[src/hdl/bfdh_pkg.sv]
// shared types and constants for the double-hash bloom filter
`default_nettype none

package bfdh_pkg;

    // field and register widths
    localparam int HASH_W    = 32;
    localparam int MOD_W     = 13;
    localparam int HASHES_W  = 5;
    localparam int CFG_W     = 13;
    localparam int CFG_IDX_W = 2;

    // register reset values
    localparam logic [MOD_W-1:0]    FILTER_BITS_RESET = 13'd4096;
    localparam logic [HASHES_W-1:0] NUM_HASHES_RESET  = 5'd3;

    // reduction runs two dividend bits per step over both hashes
    localparam int DIV_BITS_PER_STEP = 2;
    localparam int DIV_STEPS         = (2 * HASH_W) / DIV_BITS_PER_STEP;
    localparam int STEP_W            = $clog2(DIV_STEPS);

    // configuration register indexes
    typedef enum logic [CFG_IDX_W-1:0] {
        REG_FILTER_BITS = 2'd0,
        REG_NUM_HASHES  = 2'd1
    } cfg_reg_t;

    // item action codes
    typedef enum logic {
        ACT_INSERT = 1'b0,
        ACT_QUERY  = 1'b1
    } action_t;

    // shared unit operations
    typedef enum logic [1:0] {
        UOP_DIV = 2'b01,
        UOP_ADD = 2'b10
    } unit_op_t;

endpackage

`default_nettype wire

[src/hdl/bfdh_mod_unit.sv]
// shared modular arithmetic unit: two restoring division steps or one modular add
`default_nettype none

module bfdh_mod_unit (
    input  bfdh_pkg::unit_op_t                op,
    input  logic [bfdh_pkg::MOD_W-1:0]        rem,
    input  logic [bfdh_pkg::MOD_W-1:0]        addend,
    input  logic [bfdh_pkg::MOD_W-1:0]        modulus,
    input  logic [1:0]                        bits,
    output logic [bfdh_pkg::MOD_W-1:0]        result
);
    import bfdh_pkg::*;

    logic [MOD_W:0]   first_in;
    logic [MOD_W-1:0] first_out;
    logic [MOD_W-1:0] second_out;

    // subtract the modulus once if the value reached it
    function automatic logic [MOD_W-1:0] cond_sub(input logic [MOD_W:0] x,
                                                  input logic [MOD_W-1:0] m);
        logic [MOD_W:0] d;
        d = x - {1'b0, m};
        if (x >= {1'b0, m})
            return d[MOD_W-1:0];
        return x[MOD_W-1:0];
    endfunction

    // first compare-subtract takes either the sum or the shifted remainder
    always_comb
    begin
        unique case (op)
            UOP_ADD: first_in = {1'b0, rem} + {1'b0, addend};
            UOP_DIV: first_in = {rem, bits[1]};
            default: first_in = {rem, bits[1]};
        endcase
        first_out  = cond_sub(first_in, modulus);
        second_out = cond_sub({first_out, bits[0]}, modulus);
    end

    // add uses one stage, division uses both
    always_comb
    begin
        unique case (op)
            UOP_ADD: result = first_out;
            UOP_DIV: result = second_out;
            default: result = second_out;
        endcase
    end

endmodule

`default_nettype wire

[config.mk]
export PLATFORM = sky130hd
export DESIGN_NAME = bfdh_mod_unit
export DESIGN_NICKNAME = d
export VERILOG_FILES = /design/src/hdl/bfdh_pkg.sv /design/src/hdl/bfdh_mod_unit.sv
export SDC_FILE = /design/constraint.sdc
export NUM_CORES = 1
export LEC_CHECK = 0
export BUFFER_PORTS_ARGS = -buffer_cell sky130_fd_sc_hd__buf_2
export CORE_MARGIN = 1.5
export CORE_UTILIZATION = 30
export DETAILED_ROUTE_END_ITERATION = 8
export GPL_ROUTABILITY_DRIVEN = 0
export SYNTH_ARGS = -nofsm -noshare
export SYNTH_HDL_FRONTEND = slang
export SYNTH_SLANG_ARGS = --single-unit
export TNS_END_PERCENT = 20
[constraint.sdc]
create_clock -name vclk -period 20.8
set_input_delay 4.16 -clock vclk [all_inputs]
set_output_delay 4.16 -clock vclk [all_outputs]
set_load 0.02 [all_outputs]
Yosys cells after proc, flatten, opt, wreduce, memory -nomap -nowiden
Index checks and enable logic that the tools add are counted.

Register bits: 0. Input port bits: 43. Output and inout port bits: 13. Word-level logic and storage cells: 14.

Add/subtract/negate cells: 3. Order comparisons: 2. Equality and inequality tests: 1. Multiplexer cells: 8.

Operators by type and width (number): $mux 13 (5); $ge 14x13->1 (2); $sub 13x13->13 (2); $add 13x13->14 (1); $mux 14 (1); $eq 2x2->1 const B (1); $mux 1 (2).

Logic depth before layout (Yosys ltp)
Depth in word-level cells: 9. Mapped depth: 25. Gate-level depth less buffers: 24.

Least setup slack after synthesis
OpenSTA, ideal clock, no wires.

Path type: input to output. Start point: in rem[0] (netlist bit). End point: out result[11] (netlist bit). Data arrival time: 9.863 ns. Data required time: 16.640 ns. Setup slack: 6.777 ns. Cell stages on the path: 25. Buffers on the path: 2. Cells stage by stage: ha_1 -> fa_1 -> a21oi_1 -> o211ai_1 -> a311o_1 -> a21oi_1 -> nand3b_1 -> nand2_1 -> ha_1 -> inv_1 -> or3_1 -> o31ai_2 -> nand2b_4 -> buf_2 -> mux2_2 -> ha_1 -> nand4_1 -> a211oi_1 -> o41ai_1 -> a41o_1 -> and4b_1 -> a32oi_4 -> buf_8 -> mux2i_1 -> a21oi_1.

Word-level cells in the longest chain between the ends: 9. Elaborated cells between the ends (all ways): 13. Classes of those cells: 3 x add/sub; 2 x order compare; 8 x mux.

RTL lines: start, declared (RTL line bfdh_mod_unit.sv:6) `input logic [bfdh_pkg::MOD_W-1:0] rem,`; $add 13x13->14 (RTL line bfdh_mod_unit.sv:32) `UOP_ADD: first_in = {1'b0, rem} + {1'b0, addend};`; $mux 14 * (RTL line bfdh_mod_unit.sv:31) `unique case (op)`; $sub 13x13->13 / $ge 14x13->1 (equally long branches) (RTL line bfdh_mod_unit.sv:22, bfdh_mod_unit.sv:23); $mux 13 / $mux 1 (equally long branches) (RTL line bfdh_mod_unit.sv:23) `if (x >= {1'b0, m})`; $mux 13 * (RTL line bfdh_mod_unit.sv:25) `return x[MOD_W-1:0];`; $sub 13x13->13 / $ge 14x13->1 (equally long branches) (RTL line bfdh_mod_unit.sv:22, bfdh_mod_unit.sv:23); $mux 13 / $mux 1 (equally long branches) (RTL line bfdh_mod_unit.sv:23); $mux 13 (RTL line bfdh_mod_unit.sv:25); $mux 13 * (RTL line bfdh_mod_unit.sv:43) `unique case (op)`; end, declared (RTL line bfdh_mod_unit.sv:10) `output logic [bfdh_pkg::MOD_W-1:0] result`.

Mark *: on every way between the ends. The rest lies on a longest branch, timed or not. The select of a mux whose other input is x is not followed.

Worst setup path after layout
Start point: in rem[0] (netlist bit). End point: out result[1] (netlist bit).

Same word-level chain as after synthesis.

==> out/qor.csv <==
metric,value,unit
outcome,finished clean,
overflow,0,
dp_hpwl,5.85,mm
grt_pass1_wl,11.8,mm
die_area,0.00870,mm^2
postPlaceCellArea,0.00283,mm^2
slew-limit-headroom,50.4,%
power.switching,0.123,mW
seqPwrFrac,0,%
cts_resized,0,
drt_first_pass_iters,4,
layout.cells.most_common,buf_2,
cts_setup_buffers,0,
nets,479,
finalMaxSlewViolations,0,
clkPwrFrac,0,%
grt_pass1_vias,2576,
worst-endpoint-arrival,10.77,ns
period_minus_slack,14.93,ns
seq_cells,0,
startpoint_type,input pin,
hold_end,result[0],
fill_cells,851,
grt_max_degree,48,
final_area,0.00283,mm^2
most-common-layout-cells,"56 x buf_2, 39 x ha_1, 36 x nor2_1, 35 x a21oi_1, 28 x nand2_1",
syn_to_final_growth,15.6,%
wl_per_cell,14.1,um
clock_buffers,0,
finalSetupViolations,0,
hold_violations,0,
start_util,31.3,%
p_leak,1.32,nW
antenna-diode-count,0,
combPwrFrac,100.0,%
cp-end-kind,output port,
totalWireLength,6.97,mm
p_per_area,75.6,mW/mm^2
path_class,in2out,
grt_usage,16.1,%
worstPathMaxFanout,17,
ant_nets,0,
hold_start,bits[0],
regArea,0,um^2
holdPathStages,3,
mappedNetlistArea,0.00244,mm^2
ir_drop,0.0000374,V
multiInputGateArea,0.00233,mm^2
core_area,0.00781,mm^2
drc,0,
worst_slew_pin_slew,0.744,ns
p_int,0.0911,mW
yosys.cell_types.count,55,
timing.fmax,67.0,MHz
rows,32,
dieHeight,93.3,um
finalCritPeriodShare,71.8,%
io_pins,56,
synth_warnings,0,
syn_avg_cell_area,7.15,um^2
cp.required,16.64,ns
sw_frac_of_total,57.4,%
hp-class,in2out,
drtIter0Drc,140,
die_w,93.3,um
viasPerCell,5.48,
cts_hold_buf,0,
netlist_instances,342,
portBuffers,56,
antenna_found_initial,0,
synth-seq-area-share,0,%
drive_gt1_share,19.4,%
synth_nets,427,
dr_total_vias,2709,
cap_violations,0,
rsz0062_at_grt,false,
final.setup.tns,0,ns
worst max path at each step:
| stage | end | depth (start not counted) | slack [ns] | from |
|---|---|---|---|---|
| after global placement | result[1] | 26 | 6.05 | rem[0] |
| final | result[1] | 26 | 5.87 | rem[0] |
| after global routing | result[1] | 26 | 5.36 | rem[0] |
| after CTS | result[2] | 26 | 5.87 | rem[0] |
| after detailed placement | result[2] | 26 | 5.88 | rem[0] |
| after floorplan | result[11] | 25 | 6.78 | rem[0] |
power groups by stage:
stage	registers [mW]	logic, mW	clock network [mW]
global route	0	0.236	0
CTS	0	0.214	0
detailed placement	0	0.213	0
global placement	0	0.211	0
floorplan	0	0.167	0
finish	0	0.214	0
synthesized netlist by cell type, types with 2 or more instances:
cell type	n	area share [%]
a211oi_1	7	2.1
a21boi_0	2	0.61
a21o_1	4	1.2
a21oi_1	35	7.2
a311o_1	2	0.82
and2_1	3	0.77
clkbuf_1	5	0.77
fa_1	3	2.5
ha_1	39	20
inv_1	20	3.1
mux2_2	10	4.6
mux2i_1	13	5.3
nand2_1	28	4.3
nand2b_1	6	1.5
nand3_1	6	1.2
nand3b_1	2	0.61
nand4_1	4	1.0
nor2_1	36	5.5
nor2b_1	4	1.0
nor3_1	11	2.3
nor4_1	2	0.51
o211ai_1	7	2.1
o21a_1	7	2.1
o21ai_0	22	4.5
o31ai_1	2	0.61
o41ai_1	3	1.1
or3_1	7	1.8
xnor2_1	16	5.7
xor2_1	10	3.6
metrics by stage:
stage               total power, mW  worst slack [ns]  instances  util [%]  hold WS, ns
global route                  0.236              5.36        494      36.2         8.80
global placement              0.211              6.05        494      36.2         8.75
floorplan                     0.167              6.78        342         -         8.59
detailed placement            0.213              5.88        494      36.2         8.75
CTS                           0.214              5.87        494      36.2         8.75
finish                        0.214              5.87        494      36.2         8.74
cells by family after synthesis:
logic type / synth area share [%]
simple gates: 23.0
fa+ha+maj: 22.4
xor+xnor: 9.31
mux: 9.93
buf+inv: 4.81
compound gates: 30.6
routing by layer:
| metal | up-vias | part of all wire [%] | track usage [%] |
|---|---|---|---|
| met5 | - | 0 | 0 |
| met2 | 89 | 45 | 27.0 |
| met1 | 1223 | 48 | 22.8 |
| met3 | 12 | 5.2 | 0.488 |
| met4 | 0 | 1.9 | 3.41 |
| li1 | 1385 | - | - |
final cells by class:
type,count,area share (%)
inverters,20,2.66
multi-input cells,314,82.4
well taps,102,4.52
repair buffers,58,10.5
critical path: stages:
cell and delay, ns:
buf_2 0.11, ha_1 0.23, fa_1 0.41, a21oi_1 0.32, o211ai_1 0.17, a311o_1 0.35, a21oi_1 0.12, nand3b_1 0.22
nand2_1 0.11, ha_1 0.22, a2111oi_0 0.54, nand2_1 0.19, o21ai_4 0.23, and2b_1 0.22, mux2i_1 0.29, inv_1 0.12
fa_1 0.44, nand2b_1 0.18, a211oi_1 0.27, o41ai_1 0.16, a41o_1 0.29, and4b_1 0.22, a32oi_4 0.60, nor3_1 0.13
a311oi_2 0.23, buf_2 0.21
No activity file was read; power rests on OpenSTA's default activity.
